[src/rtl/skf_pkg.sv]
// ----------------------------------------------------------------------------
// skf_pkg
// Shared constants and types for the scalar Kalman filter.
// ----------------------------------------------------------------------------
`default_nettype none

package skf_pkg;

    localparam int SAMPLE_WIDTH_DEF  = 16;
    localparam int COV_FRAC_BITS_DEF = 24;

    localparam int EST_W         = 32;  // estimate, signed Q16.16
    localparam int EST_FRAC_BITS = 16;
    localparam int COV_W         = 32;  // covariance and noise terms
    localparam int GAIN_W        = 25;  // gain output field

    localparam int CFG_IDX_W  = 8;
    localparam int CFG_DATA_W = 32;

    localparam logic [COV_W-1:0] Q_RESET = 32'd16777;
    localparam logic [COV_W-1:0] R_RESET = 32'd1677722;

    localparam int P_RESET_UNITS = 5;        // initial covariance, 5.0
    localparam int FLOOR_DIV     = 1000000;  // floor is one millionth

    typedef enum logic [CFG_IDX_W-1:0] {
        REG_PROCESS_NOISE = 8'd0,
        REG_MEAS_NOISE    = 8'd1
    } t_cfg_reg;

    typedef enum logic [2:0] {
        ST_IDLE,
        ST_PRED,
        ST_SETUP,
        ST_DIV,
        ST_MUL,
        ST_UPD
    } t_state;

endpackage

`default_nettype wire

[src/rtl/skf_if.sv]
// ----------------------------------------------------------------------------
// skf_if
// Valid/ready channels of the scalar Kalman filter.
// ----------------------------------------------------------------------------
`default_nettype none

interface skf_meas_if
    import skf_pkg::*;
#(
    parameter int SAMPLE_WIDTH = SAMPLE_WIDTH_DEF
) ();
    logic                           valid;
    logic                           ready;
    logic signed [SAMPLE_WIDTH-1:0] measurement;

    modport source (output valid, output measurement, input ready);
    modport sink   (input valid, input measurement, output ready);
endinterface

interface skf_res_if
    import skf_pkg::*;
();
    logic                    valid;
    logic                    ready;
    logic signed [EST_W-1:0] estimate;
    logic [GAIN_W-1:0]       gain;

    modport source (output valid, output estimate, output gain, input ready);
    modport sink   (input valid, input estimate, input gain, output ready);
endinterface

interface skf_cfg_if
    import skf_pkg::*;
();
    logic                  valid;
    logic                  ready;
    logic [CFG_IDX_W-1:0]  index;
    logic [CFG_DATA_W-1:0] data;

    modport source (output valid, output index, output data, input ready);
    modport sink   (input valid, input index, input data, output ready);
endinterface

`default_nettype wire

[src/rtl/skf_div.sv]
// ----------------------------------------------------------------------------
// skf_div
// Radix-2 restoring divider: quotient floor((num << F) / den), one bit a cycle.
// ----------------------------------------------------------------------------
`default_nettype none

module skf_div
    import skf_pkg::*;
#(
    parameter int COV_FRAC_BITS = COV_FRAC_BITS_DEF
) (
    input  logic                   i_clk,
    input  logic                   i_rst_n,
    input  logic                   i_start,
    input  logic [COV_W-1:0]       i_num,
    input  logic [COV_W:0]         i_den,
    output logic [COV_FRAC_BITS:0] o_quot,
    output logic                   o_done
);

    localparam int QW = COV_FRAC_BITS + 1;
    localparam int CW = $clog2(QW + 1);

    logic          r_busy, n_busy;
    logic          r_done, n_done;
    logic          r_first, n_first;
    logic          r_zero, n_zero;
    logic [CW-1:0] r_cnt, n_cnt;
    logic [COV_W:0] r_rem, n_rem;
    logic [COV_W:0] r_den, n_den;
    logic [QW-1:0]  r_quot, n_quot;

    logic [COV_W+1:0] trial;
    logic [COV_W+1:0] sub;
    logic             ge;

    // first step compares the numerator itself (quotient bit of weight one)
    assign trial = r_first ? {1'b0, r_rem} : {r_rem, 1'b0};
    assign sub   = trial - {1'b0, r_den};
    assign ge    = (trial >= {1'b0, r_den});

    always_comb begin
        n_busy  = r_busy;
        n_done  = 1'b0;
        n_first = r_first;
        n_zero  = r_zero;
        n_cnt   = r_cnt;
        n_rem   = r_rem;
        n_den   = r_den;
        n_quot  = r_quot;
        if (i_start) begin
            n_busy  = 1'b1;
            n_first = 1'b1;
            n_zero  = (i_den == '0);
            n_cnt   = CW'(QW);
            n_rem   = {1'b0, i_num};
            n_den   = i_den;
        end else if (r_busy) begin
            n_first = 1'b0;
            n_rem   = ge ? sub[COV_W:0] : trial[COV_W:0];
            n_quot  = {r_quot[QW-2:0], ge};
            n_cnt   = r_cnt - CW'(1);
            if (r_cnt == CW'(1)) begin
                n_busy = 1'b0;
                n_done = 1'b1;
            end
        end
    end

    always_ff @(posedge i_clk) begin
        if (!i_rst_n) begin
            r_busy <= 1'b0;
            r_done <= 1'b0;
        end else begin
            r_busy <= n_busy;
            r_done <= n_done;
        end
        r_first <= n_first;
        r_zero  <= n_zero;
        r_cnt   <= n_cnt;
        r_rem   <= n_rem;
        r_den   <= n_den;
        r_quot  <= n_quot;
    end

    // zero denominator gives a gain of one
    assign o_quot = r_zero ? {1'b1, {COV_FRAC_BITS{1'b0}}} : r_quot;
    assign o_done = r_done;

endmodule

`default_nettype wire

[src/rtl/skf_mul.sv]
// ----------------------------------------------------------------------------
// skf_mul
// Serial shift-add multiplier, signed multiplicand by unsigned multiplier,
// one multiplier bit a cycle; result is the product shifted right by KW-1.
// ----------------------------------------------------------------------------
`default_nettype none

module skf_mul
    import skf_pkg::*;
#(
    parameter int MW = EST_W + 1,
    parameter int KW = COV_FRAC_BITS_DEF + 1
) (
    input  logic                 i_clk,
    input  logic                 i_rst_n,
    input  logic                 i_start,
    input  logic signed [MW-1:0] i_mcand,
    input  logic [KW-1:0]        i_mplier,
    output logic signed [MW+2:0] o_prod,
    output logic                 o_done
);

    localparam int CW = $clog2(KW + 1);

    logic                 r_busy, n_busy;
    logic                 r_done, n_done;
    logic [CW-1:0]        r_cnt, n_cnt;
    logic signed [MW-1:0] r_mc, n_mc;
    logic signed [MW+1:0] r_hi, n_hi;
    logic [KW-1:0]        r_lo, n_lo;   // multiplier out, product bits in

    logic signed [MW+1:0] sum;

    assign sum = r_hi + (r_lo[0] ? {{2{r_mc[MW-1]}}, r_mc} : '0);

    always_comb begin
        n_busy = r_busy;
        n_done = 1'b0;
        n_cnt  = r_cnt;
        n_mc   = r_mc;
        n_hi   = r_hi;
        n_lo   = r_lo;
        if (i_start) begin
            n_busy = 1'b1;
            n_cnt  = CW'(KW);
            n_mc   = i_mcand;
            n_hi   = '0;
            n_lo   = i_mplier;
        end else if (r_busy) begin
            n_hi  = {sum[MW+1], sum[MW+1:1]};
            n_lo  = {sum[0], r_lo[KW-1:1]};
            n_cnt = r_cnt - CW'(1);
            if (r_cnt == CW'(1)) begin
                n_busy = 1'b0;
                n_done = 1'b1;
            end
        end
    end

    always_ff @(posedge i_clk) begin
        if (!i_rst_n) begin
            r_busy <= 1'b0;
            r_done <= 1'b0;
        end else begin
            r_busy <= n_busy;
            r_done <= n_done;
        end
        r_cnt <= n_cnt;
        r_mc  <= n_mc;
        r_hi  <= n_hi;
        r_lo  <= n_lo;
    end

    // arithmetic shift right by KW-1: floor towards minus infinity
    assign o_prod = {r_hi, r_lo[KW-1]};
    assign o_done = r_done;

endmodule

`default_nettype wire

[src/rtl/scalar_kalman_filter.sv]
// ----------------------------------------------------------------------------
// scalar_kalman_filter
// One-dimensional Kalman filter (random walk, A = H = 1) in fixed point.
// ----------------------------------------------------------------------------
//
// Channel   Dir  Payload                                  Handshake
// i_meas    in   measurement (SAMPLE_WIDTH, signed)       valid/ready
// o_res     out  estimate (32, Q16.16), gain (25, Q1.24)  valid/ready
// i_cfg     in   index (8), data (32)                     valid/ready
//
// One request is taken at a time: the next acceptance waits until the
// previous request has passed the bit-serial gain divider and the
// bit-serial update multipliers, which run one after the other.
// Reset (synchronous, active low) loads Q, R, x = 0 and P = 5.0.
// The result sits in an output register; if it has not been taken when the
// next result is ready, the update step waits.
// Configuration writes are always accepted; unknown indexes are ignored.
// ----------------------------------------------------------------------------
`default_nettype none

module scalar_kalman_filter
    import skf_pkg::*;
#(
    parameter int SAMPLE_WIDTH  = SAMPLE_WIDTH_DEF,
    parameter int COV_FRAC_BITS = COV_FRAC_BITS_DEF
) (
    input  logic        i_clk,
    input  logic        i_rst_n,
    skf_meas_if.sink    i_meas,
    skf_res_if.source   o_res,
    skf_cfg_if.sink     i_cfg
);

    localparam int KW = COV_FRAC_BITS + 1;        // gain width, up to 1.0
    localparam int ZW = SAMPLE_WIDTH + EST_FRAC_BITS;
    localparam int WW = ((ZW > EST_W) ? ZW : EST_W) + 1;
    localparam int PW = EST_W + 4;                // multiplier result width
    localparam int XW = EST_W + 5;

    // covariance constants in Q.COV_FRAC_BITS
    localparam logic [63:0] ONE64    = 64'd1 << COV_FRAC_BITS;
    localparam logic [63:0] PRST64   = ONE64 * 64'(P_RESET_UNITS);
    localparam logic [63:0] FLOOR64  = (ONE64 + 64'(FLOOR_DIV / 2)) / 64'(FLOOR_DIV);
    localparam logic [COV_W-1:0] P_RESET =
        (PRST64 > 64'hFFFF_FFFF) ? '1 : PRST64[COV_W-1:0];
    localparam logic [COV_W-1:0] COV_FLOOR = FLOOR64[COV_W-1:0];

    // saturation bounds of the widened sample and of the new estimate
    localparam logic signed [WW-1:0] Z_MAX =
        {{(WW-EST_W+1){1'b0}}, {(EST_W-1){1'b1}}};
    localparam logic signed [WW-1:0] Z_MIN =
        {{(WW-EST_W+1){1'b1}}, {(EST_W-1){1'b0}}};
    localparam logic signed [XW-1:0] X_MAX =
        {{(XW-EST_W+1){1'b0}}, {(EST_W-1){1'b1}}};
    localparam logic signed [XW-1:0] X_MIN =
        {{(XW-EST_W+1){1'b1}}, {(EST_W-1){1'b0}}};

    // ---- state ----
    t_state r_state, n_state;

    logic [COV_W-1:0]        r_q, r_r;       // noise registers
    logic signed [EST_W-1:0] r_x, n_x;       // estimate
    logic [COV_W-1:0]        r_pcov, n_pcov; // covariance between requests

    // working registers of one request
    logic signed [EST_W-1:0] r_z, n_z;
    logic [COV_W-1:0]        r_p, n_p;       // predicted covariance
    logic signed [EST_W:0]   r_diff, n_diff; // z - x
    logic [KW-1:0]           r_k, n_k;

    // output register
    logic                    r_ovalid, n_ovalid;
    logic signed [EST_W-1:0] r_oest, n_oest;
    logic [GAIN_W-1:0]       r_ogain, n_ogain;

    // ---- control ----
    logic in_acc, out_free, div_start, mul_start, upd_fire;
    logic div_done, mul_e_done, mul_p_done;
    logic [KW-1:0]        div_quot;
    logic signed [PW-1:0] corr;   // floor(K * (z - x) >> F)
    logic signed [PW-1:0] kp;     // (K * P) >> F

    assign in_acc   = i_meas.valid && i_meas.ready;
    assign out_free = !r_ovalid || o_res.ready;

    // next state
    always_comb begin
        n_state = r_state;
        case (r_state)
            ST_IDLE:  if (in_acc) n_state = ST_PRED;
            ST_PRED:  n_state = ST_SETUP;
            ST_SETUP: n_state = ST_DIV;
            ST_DIV:   if (div_done) n_state = ST_MUL;
            ST_MUL:   if (mul_e_done && mul_p_done) n_state = ST_UPD;
            ST_UPD:   if (out_free) n_state = ST_IDLE;
            default:  n_state = ST_IDLE;
        endcase
    end

    // state decoded controls
    always_comb begin
        i_meas.ready = 1'b0;
        div_start    = 1'b0;
        mul_start    = 1'b0;
        upd_fire     = 1'b0;
        case (r_state)
            ST_IDLE:  i_meas.ready = 1'b1;
            ST_SETUP: div_start    = 1'b1;
            ST_DIV:   mul_start    = div_done;
            ST_UPD:   upd_fire     = out_free;
            default:  ;
        endcase
    end

    // ---- configuration ----
    assign i_cfg.ready = 1'b1;

    always_ff @(posedge i_clk) begin
        if (!i_rst_n) begin
            r_q <= Q_RESET;
            r_r <= R_RESET;
        end else if (i_cfg.valid) begin
            case (t_cfg_reg'(i_cfg.index))
                REG_PROCESS_NOISE: r_q <= i_cfg.data[COV_W-1:0];
                REG_MEAS_NOISE:    r_r <= i_cfg.data[COV_W-1:0];
                default:           ;
            endcase
        end
    end

    // ---- datapath ----
    logic signed [ZW-1:0] z_wide;
    logic signed [WW-1:0] z_ext;
    logic [COV_W:0]       p_sum;
    logic signed [XW-1:0] x_sum;
    logic [COV_W-1:0]     p_sub;
    logic [COV_W:0]       den;

    // sample to Q16.16, saturated to 32 bits for wide samples
    assign z_wide = $signed({i_meas.measurement, {EST_FRAC_BITS{1'b0}}});
    assign z_ext  = {{(WW-ZW){z_wide[ZW-1]}}, z_wide};
    // predict with saturation at the 32-bit maximum
    assign p_sum  = {1'b0, r_pcov} + {1'b0, r_q};
    // gain denominator at 33 bits, so K never exceeds one
    assign den    = {1'b0, r_p} + {1'b0, r_r};
    assign x_sum  = {{(XW-EST_W){r_x[EST_W-1]}}, r_x} + {corr[PW-1], corr};
    assign p_sub  = r_p - kp[COV_W-1:0];

    always_comb begin
        n_z      = r_z;
        n_p      = r_p;
        n_diff   = r_diff;
        n_k      = r_k;
        n_x      = r_x;
        n_pcov   = r_pcov;
        n_ovalid = r_ovalid && !o_res.ready;
        n_oest   = r_oest;
        n_ogain  = r_ogain;

        if (in_acc) begin
            if (z_ext > Z_MAX) begin
                n_z = Z_MAX[EST_W-1:0];
            end else if (z_ext < Z_MIN) begin
                n_z = Z_MIN[EST_W-1:0];
            end else begin
                n_z = z_ext[EST_W-1:0];
            end
        end

        if (r_state == ST_PRED) begin
            n_p    = p_sum[COV_W] ? '1 : p_sum[COV_W-1:0];
            n_diff = {r_z[EST_W-1], r_z} - {r_x[EST_W-1], r_x};
        end

        if (div_done) begin
            n_k = div_quot;
        end

        if (upd_fire) begin
            if (x_sum > X_MAX) begin
                n_x = X_MAX[EST_W-1:0];
            end else if (x_sum < X_MIN) begin
                n_x = X_MIN[EST_W-1:0];
            end else begin
                n_x = x_sum[EST_W-1:0];
            end
            // shrink, clip at zero, then floor
            if ($unsigned(kp) > {{(PW-COV_W){1'b0}}, r_p}) begin
                n_pcov = COV_FLOOR;
            end else if (p_sub < COV_FLOOR) begin
                n_pcov = COV_FLOOR;
            end else begin
                n_pcov = p_sub;
            end
            n_ovalid = 1'b1;
            n_oest   = n_x;
            n_ogain  = GAIN_W'(r_k);
        end
    end

    always_ff @(posedge i_clk) begin
        if (!i_rst_n) begin
            r_state  <= ST_IDLE;
            r_ovalid <= 1'b0;
            r_x      <= '0;
            r_pcov   <= P_RESET;
        end else begin
            r_state  <= n_state;
            r_ovalid <= n_ovalid;
            r_x      <= n_x;
            r_pcov   <= n_pcov;
        end
        r_z     <= n_z;
        r_p     <= n_p;
        r_diff  <= n_diff;
        r_k     <= n_k;
        r_oest  <= n_oest;
        r_ogain <= n_ogain;
    end

    assign o_res.valid    = r_ovalid;
    assign o_res.estimate = r_oest;
    assign o_res.gain     = r_ogain;

    // ---- serial units ----
    skf_div #(
        .COV_FRAC_BITS (COV_FRAC_BITS)
    ) u_div (
        .i_clk   (i_clk),
        .i_rst_n (i_rst_n),
        .i_start (div_start),
        .i_num   (r_p),
        .i_den   (den),
        .o_quot  (div_quot),
        .o_done  (div_done)
    );

    // K * (z - x)
    skf_mul #(
        .MW (EST_W + 1),
        .KW (KW)
    ) u_mul_est (
        .i_clk    (i_clk),
        .i_rst_n  (i_rst_n),
        .i_start  (mul_start),
        .i_mcand  (r_diff),
        .i_mplier (div_quot),
        .o_prod   (corr),
        .o_done   (mul_e_done)
    );

    // K * P
    skf_mul #(
        .MW (COV_W + 1),
        .KW (KW)
    ) u_mul_cov (
        .i_clk    (i_clk),
        .i_rst_n  (i_rst_n),
        .i_start  (mul_start),
        .i_mcand  ($signed({1'b0, r_p})),
        .i_mplier (div_quot),
        .o_prod   (kp),
        .o_done   (mul_p_done)
    );

endmodule

`default_nettype wire

[src/flat_wrapper.sv]
// flat-port wrapper written by rule: the top's interface ports become plain ports
module scalar_kalman_filter_flat import skf_pkg::*;
#(
    parameter int SAMPLE_WIDTH  = SAMPLE_WIDTH_DEF,
    parameter int COV_FRAC_BITS = COV_FRAC_BITS_DEF
)
  (i_clk, i_rst_n, i_meas_valid, i_meas_measurement, i_meas_ready, o_res_valid, o_res_estimate, o_res_gain, o_res_ready, i_cfg_valid, i_cfg_index, i_cfg_data, i_cfg_ready);
  skf_meas_if #(.SAMPLE_WIDTH(SAMPLE_WIDTH)) i_meas_i ();
  skf_res_if o_res_i ();
  skf_cfg_if i_cfg_i ();
  input  logic i_clk;
  input  logic i_rst_n;
  input wire logic [$bits(i_meas_i.valid)-1:0] i_meas_valid;
  input wire logic [$bits(i_meas_i.measurement)-1:0] i_meas_measurement;
  output wire logic [$bits(i_meas_i.ready)-1:0] i_meas_ready;
  output wire logic [$bits(o_res_i.valid)-1:0] o_res_valid;
  output wire logic [$bits(o_res_i.estimate)-1:0] o_res_estimate;
  output wire logic [$bits(o_res_i.gain)-1:0] o_res_gain;
  input wire logic [$bits(o_res_i.ready)-1:0] o_res_ready;
  input wire logic [$bits(i_cfg_i.valid)-1:0] i_cfg_valid;
  input wire logic [$bits(i_cfg_i.index)-1:0] i_cfg_index;
  input wire logic [$bits(i_cfg_i.data)-1:0] i_cfg_data;
  output wire logic [$bits(i_cfg_i.ready)-1:0] i_cfg_ready;
  assign i_meas_i.valid = i_meas_valid;
  assign i_meas_i.measurement = i_meas_measurement;
  assign i_meas_ready = i_meas_i.ready;
  assign o_res_valid = o_res_i.valid;
  assign o_res_estimate = o_res_i.estimate;
  assign o_res_gain = o_res_i.gain;
  assign o_res_i.ready = o_res_ready;
  assign i_cfg_i.valid = i_cfg_valid;
  assign i_cfg_i.index = i_cfg_index;
  assign i_cfg_i.data = i_cfg_data;
  assign i_cfg_ready = i_cfg_i.ready;
  scalar_kalman_filter #(.SAMPLE_WIDTH(SAMPLE_WIDTH), .COV_FRAC_BITS(COV_FRAC_BITS)) u_core (.i_clk(i_clk), .i_rst_n(i_rst_n), .i_meas(i_meas_i), .o_res(o_res_i), .i_cfg(i_cfg_i));
endmodule
[config.mk]
export PLATFORM = sky130hd
export DESIGN_NAME = scalar_kalman_filter_flat
export DESIGN_NICKNAME = d
export VERILOG_FILES = /design/src/rtl/skf_pkg.sv /design/src/rtl/skf_if.sv /design/src/rtl/skf_div.sv /design/src/rtl/skf_mul.sv /design/src/rtl/scalar_kalman_filter.sv /design/src/flat_wrapper.sv
export SDC_FILE = /design/constraint.sdc
export NUM_CORES = 1
export LEC_CHECK = 0
export ABC_AREA = 0
export BUFFER_PORTS_ARGS = -buffer_cell sky130_fd_sc_hd__buf_2
export CORE_ASPECT_RATIO = 1.1
export CORE_MARGIN = 3
export CORE_UTILIZATION = 25
export CTS_BUF_LIST = sky130_fd_sc_hd__clkbuf_4 sky130_fd_sc_hd__clkbuf_8
export DETAILED_ROUTE_END_ITERATION = 10
export PLACE_DENSITY = 0.45
export SYNTH_ARGS = -nofsm -noshare
export SYNTH_HDL_FRONTEND = slang
export SYNTH_SLANG_ARGS = --single-unit
[constraint.sdc]
create_clock -name i_clk -period 16.1 [get_ports i_clk]
set_clock_uncertainty 0.2 [all_clocks]
set_input_delay 0.805 -clock i_clk [delete_from_list [all_inputs] [get_ports i_clk]]
set_output_delay 0.805 -clock i_clk [all_outputs]
set_load 0.005 [all_outputs]
==> results.md, run 1 <==
* Vias in the first global route at 26410
* IO Count at 121
* Clk slew on worst S/H paths at 0.06 ns
* Cells after DPL at 5484
* WL per Instance at 18.20 µm
* Synth Area in Adders at 10.59%
* Overflow after GRT at 0
* H-tree levels at 3
* Root Driver: clkbuf_8
* Post-Synth XOR/XNOR Area at 5.275%
* Setup bufs post-CTS at 0
* Post-synthesis mux area share at 2.160%
* Yosys warnings at 0
* Worst path required time at 16.41 ns
* CP endpoint kind: register
* Post-synth EDFFs at 369
* DR vias/cell at 4.654
* Worst VDD drop at 58.28 µV
* Final setup viols at 0
* Critical path, cell by cell: buf_4 > mux2_2 > ha_1 > nor2b_1 > o21ai_1 > a21boi_1 > a2111oi_0 > buf_4 > o21a_1 > o211a_1 > o21bai_1 > a31oi_4 > buf_4 > nor2_1 > a211oi_1 > a21oi_1
* Simple-gate share of the synthesized area at 16.33%
* Number of clock buffers inserted by TritonCTS at 109
* Post-cts sizing count at 0
* Worst path max stage delay at 0.51 ns
* Mapped cell area at 34870 µm²
* Post-synthesis compound-gate area fraction at 17.29%
* Fin crit share at 30.17%
* Run status: completed
* DP HPWL at 76.34 mm
* Ys flop type: edfxtp_1
* Starting DRT DRC Count at 1537
* Post-synth ARST share at 0%
* Max Freq at 205.9 MHz
* Clk_lat worst skew at 0.81 ns
* Leakage at 16.68 nW
* CP Launch Type: register
* HP Class: in -> reg
* Main combinational cell family by area after synthesis: compound AO/OA/AOI/OAI gates
* Starting Density at 25.21%
* Setup TNS at 0 ns
* Non-Filler Instances at 5733
* Hold-critical path depth at 3
* Crit Path Class: reg -> reg
* Height of the die at 397.7 µm
* Antenna-violating nets left at 0
* Placed Area at 37480 µm²
* Average size of a mapped cell at 9.527 µm²
* IO buf count at 119
* Clock Sink Count at 592
* Die area at 144000 µm²
* Cell Rows at 143
* Library cells used by synthesis at 87
* Global-route wire length before repair at 159.7 mm
* CTS Hold Bufs at 41
* Max clock buf depth at 3
* Drt drc at 0
* Largest net degree at the start of global routing at 91
* R2R cell count at 16
* Die width at 362.1 µm
* P&R area growth vs syn at 15.48%
* Slew HR at 26.02%
* RSZ-0062 raised after global routing: false
* Yosys reg bits at 592
* Slew Limit Fails at 0
* Cell Pwr Density at 106.0 nW/µm²
* Least-Margin Pin Slew at 1.100 ns
* CTS tree: done
* Min cycle time layout at 4.857 ns
* Nets at 4176
* Final Cell Area at 40260 µm²
* FF-to-FF setup slack at 11.24 ns
* Critical Path Fanout Max at 39
* Share of the yosys chip area belonging to registers at 44.58%
* Layout cells sized above 1 at 10.36%
* Initial antenna violation count at 6
* Via Count at 26680
* Core Box Area at 138300 µm²
* Arr. time, crit path at 5.17 ns
* Crit path top cell by count: buf_4
* WL final at 104.3 mm
* Final hold viol count at 0
* Slowest stage cell, crit path: a31oi_4
* Gpl congestion at 0.8421
* Max-cap violations at 0
* Synth Instances at 3660
* GRT Total Usage at 14.34%
* Synthesized Nets at 4012
* Pre-antenna DRT Iters at 5
worst max-delay path, delay by kind of cell (launching register included):
kind	cells	cell delay, ns
AOI/OAI and AO/OA	9	2.00
adders and majority gates	1	0.32
buffers and inverters	3	1.09
DFF	1	0.30
muxes	1	0.41
and+or+nand+nor	2	0.26
stage by stage:
stage,setup WS (ns),hold slack [ns],util [%],total power [W]
floorplan,9.989,0.2003,-,0.002490
global placement,11.36,0.2015,27.10,0.002722
detailed placement,11.26,0.2045,27.10,0.002724
CTS,11.23,0.002367,29.11,0.004342
global route,10.81,0.02525,29.11,0.004527
finish,11.24,0.09961,29.11,0.004270
routing by layer:
layer | global-route usage, % | part of all wire [%] | vias up
li1 | - | - | 13450
met1 | 19.54 | 48 | 12620
met2 | 23.04 | 45 | 475
met3 | 2.175 | 4.0 | 144
met4 | 5.027 | 2.9 | 2
met5 | 0 | 0.0067 | -
cell type report:
cell class                      count  area [µm²]
Sequential cell                   592       15550
Clock buffer                      166        2034
Fill cell                       14710       98040
Clock inverter                     40       330.3
Tap cell                         1812        2267
Timing Repair Buffer              189        1226
Antenna cell                        2       5.005
Inverter                          209       792.0
Multi-Input combinational cell   2723       18060
Yosys cell counts, types with 41 or more instances:
master    instances  area share, %
a211oi_1         44           0.95
a21boi_0         56            1.2
a21o_1          106            2.3
a21oi_1         271            3.9
a31oi_1          41           0.74
and2_1          115            2.1
clkbuf_1        122            1.3
dfxtp_1         223             13
edfxtp_1        369             32
ha_1            284             10
inv_1           205            2.2
nand2_1         510            5.5
nand2b_1         49           0.88
nand3_1          56           0.80
nor2_1          220            2.4
nor2b_1          58            1.0
nor3_1           46           0.66
o21ai_0         170            2.4
xnor2_1         141            3.5
xor2_1           69            1.7
kinds of logic (layout without fill, tap and decap cells):
logic type | after synthesis | in the layout
AND/OR/NAND/NOR | 1205 | 1205
AO/OA/AOI/OAI | 945 | 945
flip-flops | 592 | 592
buffers and inverters | 345 | 604
adder cells (fa/ha/maj) | 291 | 291
XOR/XNOR | 210 | 210
multiplexers | 71 | 71
other | 1 | 3
sequential cells by signal, indices dropped and copies added (netlist names), 32 cells and up:
name                   count
u_core.r_x                32
u_core.u_div.r_den        33
u_core.u_mul_cov.r_mc     32
u_core.o_res.estimate     32
u_core.u_mul_est.r_hi     34
u_core.u_mul_est.r_mc     33
u_core.r_diff             33
u_core.r_r                32
u_core.u_mul_cov.r_hi     34
u_core.r_p                32
u_core.u_div.r_rem        33
u_core.r_q                32
u_core.r_pcov             32
report_power, final:
part | switching (W) | total, W | internal [W]
Sequential | 0.0000530 | 0.00177 | 0.00172
Clock | 0.000688 | 0.00156 | 0.000876
Combinational | 0.000539 | 0.000933 | 0.000394
final timing paths:
check                             from                   endpoint
setup / recovery  u_core.u_div.r_first     u_core.u_div.r_rem[16]
hold / removal           i_cfg_data[7]              u_core.r_q[7]
setup reg to reg  u_core.u_div.r_first     u_core.u_div.r_rem[16]
hold reg to reg      u_core.r_diff[14]  u_core.u_mul_est.r_mc[14]
cells in the final DEF (no fill, tap or decap), drive strengths merged, types with 58 or more instances in the layout:
| master | instances |
|---|---|
| buf | 148 |
| nor2 | 220 |
| o21ai | 204 |
| edfxtp | 369 |
| ha | 284 |
| and2 | 116 |
| inv | 211 |
| clkbuf | 166 |
| a21o | 106 |
| dfxtp | 223 |
| a21boi | 64 |
| nand2 | 510 |
| xor2 | 69 |
| a21oi | 271 |
| xnor2 | 141 |
| nor2b | 58 |
Note: power is estimated with default switching activity, not from simulation.
==> inputs of run 2 (changes only) <==
Settings changed: PLACE_DENSITY 0.45 to 0.46.
Clock period 16.1 ns to 4 ns, I/O delays scaled along.
==> results.md, run 2 (synthesis results as in run 1) <==
* CP Launch Type: register (unchanged)
* Worst VDD drop at 263.1 µV (was 58.28 µV)
* Power Internal at 0.01302 W (was 0.002990 W)
* Switching Share at 30.11% (was 29.97%)
* R2R cell count at 14 (was 16)
* Overflow after GRT at 0 (unchanged)
* CP Capture Point: u_core.u_div.r_zero (was u_core.u_div.r_rem[16])
* Min cycle time layout at 4.154 ns (was 4.857 ns)
* WL per Instance at 18.01 µm (was 18.20 µm)
* Run status: finished with violations (was completed)
* IO Count at 121 (unchanged)
* WL final at 110.1 mm (was 104.3 mm)
* Via Count at 28330 (was 26680)
* Placed Area at 39570 µm² (was 37480 µm²)
* FF-to-FF setup slack at -0.15 ns (was 11.24 ns)
* Sw Pwr at 0.005611 W (was 0.001280 W)
* Starting DRT DRC Count at 1584 (was 1537)
* Fillcell total at 14420 (was 14710)
* Worst path required time at 4.45 ns (was 16.41 ns)
* DR vias/cell at 4.632 (was 4.654)
* Layout cells sized above 1 at 18.48% (was 10.36%)
* Critical Path Start: u_core.r_p[0] (was u_core.u_div.r_first)
* Largest net degree at the start of global routing at 85 (was 91)
* Pre-antenna DRT Iters at 5 (unchanged)
* Commonest cells after routing, fill and taps aside: 509 x nand2_1, 369 x edfxtp_1, 296 x buf_4, 276 x ha_1, 257 x a21oi_1 (was 510 x nand2_1, 369 x edfxtp_1, 284 x ha_1, 270 x a21oi_1, 221 x dfxtp_1)
* Setup TNS at -0.1538 ns (was 0 ns)
* Comb power frac at 27.5% (was 21.9%)
* Nets at 4559 (was 4176)
* Sequential share of power at 38.2% (was 41.5%)
* Max Freq at 240.7 MHz (was 205.9 MHz)
* Clk_lat worst skew at 0.83 ns (was 0.81 ns)
* Die width at 362.1 µm (unchanged)
* P&R area growth vs syn at 26.83% (was 15.48%)
* Die area at 144000 µm² (unchanged)
* CP endpoint kind: register (unchanged)
* Crit Path Class: reg -> reg (unchanged)
* Initial antenna violation count at 2 (was 6)
* Fin crit share at 103.8% (was 30.17%)
* Cell Rows at 143 (unchanged)
* Largest regs: u_core.u_mul_cov.r_hi x34, u_core.u_mul_est.r_hi x34 (unchanged)
* Clk slew on worst S/H paths at 0.06 ns (about the same)
* Final setup viols at 1 (was 0)
* Critical Path Fanout Max at 2 (was 39)
* Drt drc at 0 (unchanged)
* Core Box Area at 138300 µm² (unchanged)
* H-tree levels at 3 (unchanged)
* Starting Density at 25.21% (unchanged)
* Root Driver: clkbuf_8 (unchanged)
* Antenna-violating nets left at 0 (unchanged)
* Number of clock buffers inserted by TritonCTS at 112 (was 109)
* Clock power share at 34.3% (was 36.6%)
* DP HPWL at 80.04 mm (was 76.34 mm)
* HP Class: in -> reg (unchanged)
* Max-cap violations at 0 (unchanged)
* Clock Sink Count at 592 (unchanged)
* Cell Pwr Density at 421.4 nW/µm² (was 106.0 nW/µm²)
* Max clock buf depth at 3 (unchanged)
* Arr. time, crit path at 4.60 ns (was 5.17 ns)
* Most common cell after layout, fill and taps aside: nand2_1 (unchanged)
* Slew Limit Fails at 0 (unchanged)
* GRT Total Usage at 14.91% (was 14.34%)
* Slew HR at 25.90% (was 26.02%)
* IO buf count at 119 (unchanged)
* Vias in the first global route at 28060 (was 26410)
* Final setup margin at -0.1538 ns (was 11.24 ns)
* Failing checks: setup timing
* Reg-to-Reg End: u_core.u_div.r_zero (was u_core.u_div.r_rem[16])
* Global-route wire length before repair at 166.2 mm (was 159.7 mm)
* CTS tree: done (unchanged)
* R2R Path Start: u_core.r_p[0] (was u_core.u_div.r_first)
* Final hold viol count at 0 (unchanged)
* RSZ-0062 raised after global routing: true (was false)
* Worst hold slack at 0.09595 ns (was 0.09961 ns)
* Height of the die at 397.7 µm (unchanged)
* Gpl congestion at 0.8687 (was 0.8421)
* Final Cell Area at 44220 µm² (was 40260 µm²)
* Leakage at 18.62 nW (was 16.68 nW)
* Least-Margin Pin Slew at 1.111 ns (was 1.100 ns)
-- run 2: area by class of cell --
| cell class | instances | area (µm²) | share of cell area, % |
|---|---|---|---|
| Inverter | 209 | 793.3 | 1.794 |
| Timing Repair Buffer | 569 | 4559 | 10.31 |
| Tap cell | 1812 | 2267 | 5.127 |
| Clock inverter | 49 | 419.2 | 0.9478 |
| Sequential cell | 592 | 15550 | 35.17 |
| Clock buffer | 161 | 1978 | 4.473 |
| Multi-Input combinational cell | 2723 | 18650 | 42.18 |
| Antenna cell | 1 | 2.502 | 0.005659 |
-- run 2: what timing repair did --
action,in CTS,in global routing
buffers inserted,10,15
hold buffers,131,0
cloned,1,5
setup endpoints to repair,76,128
pin swaps,18,42
endpoints found under the hold margin,131,0
resized for setup,32,111
-- run 2: power groups by stage --
stage | registers (W) | clock network (W) | logic (W)
4_1_cts | 0.00711 | 0.00666 | 0.00455
6_report | 0.00711 | 0.00639 | 0.00513
3_5_place_dp | 0.00723 | 0 | 0.00441
3_3_place_gp | 0.00723 | 0 | 0.00440
5_1_grt | 0.00714 | 0.00693 | 0.00559
2_1_floorplan | 0.00714 | 0 | 0.00291
-- run 2: worst min path at each step --
stage                                     start             end  slack [ns]  cells past startpoint
after floorplan           i_meas_measurement[0]  u_core.r_z[16]         0.1                      0
after global placement    i_meas_measurement[6]  u_core.r_z[22]        0.18                      1
after detailed placement  i_meas_measurement[2]  u_core.r_z[18]        0.18                      1
after CTS                        i_cfg_data[31]  u_core.r_r[31]      0.0005                      4
after global routing             i_cfg_data[31]  u_core.r_r[31]        0.04                      4
final                            i_cfg_data[31]  u_core.r_r[31]         0.1                      4
-- run 2: critical path: stages (launching register included) --
cell       delay, ns
edfxtp_1        0.42
ha_4            0.19
inv_2           0.05
fa_2            0.18
nor2b_1         0.05
o31a_1          0.26
o21a_1          0.19
or3_4           0.34
a2111oi_4       0.31
or4b_4          0.51
nor4_4          0.23
nand4bb_1       0.13
or4_4           0.49
a2111o_1        0.31
nor4_2          0.14
-- run 2: stage by stage --
| stage | power [W] | utilization, % | worst slack, ns | cells |
|---|---|---|---|---|
| 2_1_floorplan | 0.01006 | - | 0.01094 | 3660 |
| 3_3_place_gp | 0.01163 | 28.61 | -0.6612 | 5745 |
| 3_5_place_dp | 0.01164 | 28.61 | -0.5742 | 5745 |
| 4_1_cts | 0.01832 | 31.44 | -0.1840 | 6095 |
| 5_1_grt | 0.01967 | 31.97 | -0.3052 | 6116 |
| 6_report | 0.01863 | 31.97 | -0.1538 | 6116 |
-- run 2: metal layers --
layer / part of all wire (%) / global-route usage [%]
met5: 0 / 0
met1: 47 / 19.93
met3: 3.7 / 2.009
met2: 46 / 24.44
met4: 3.3 / 5.634
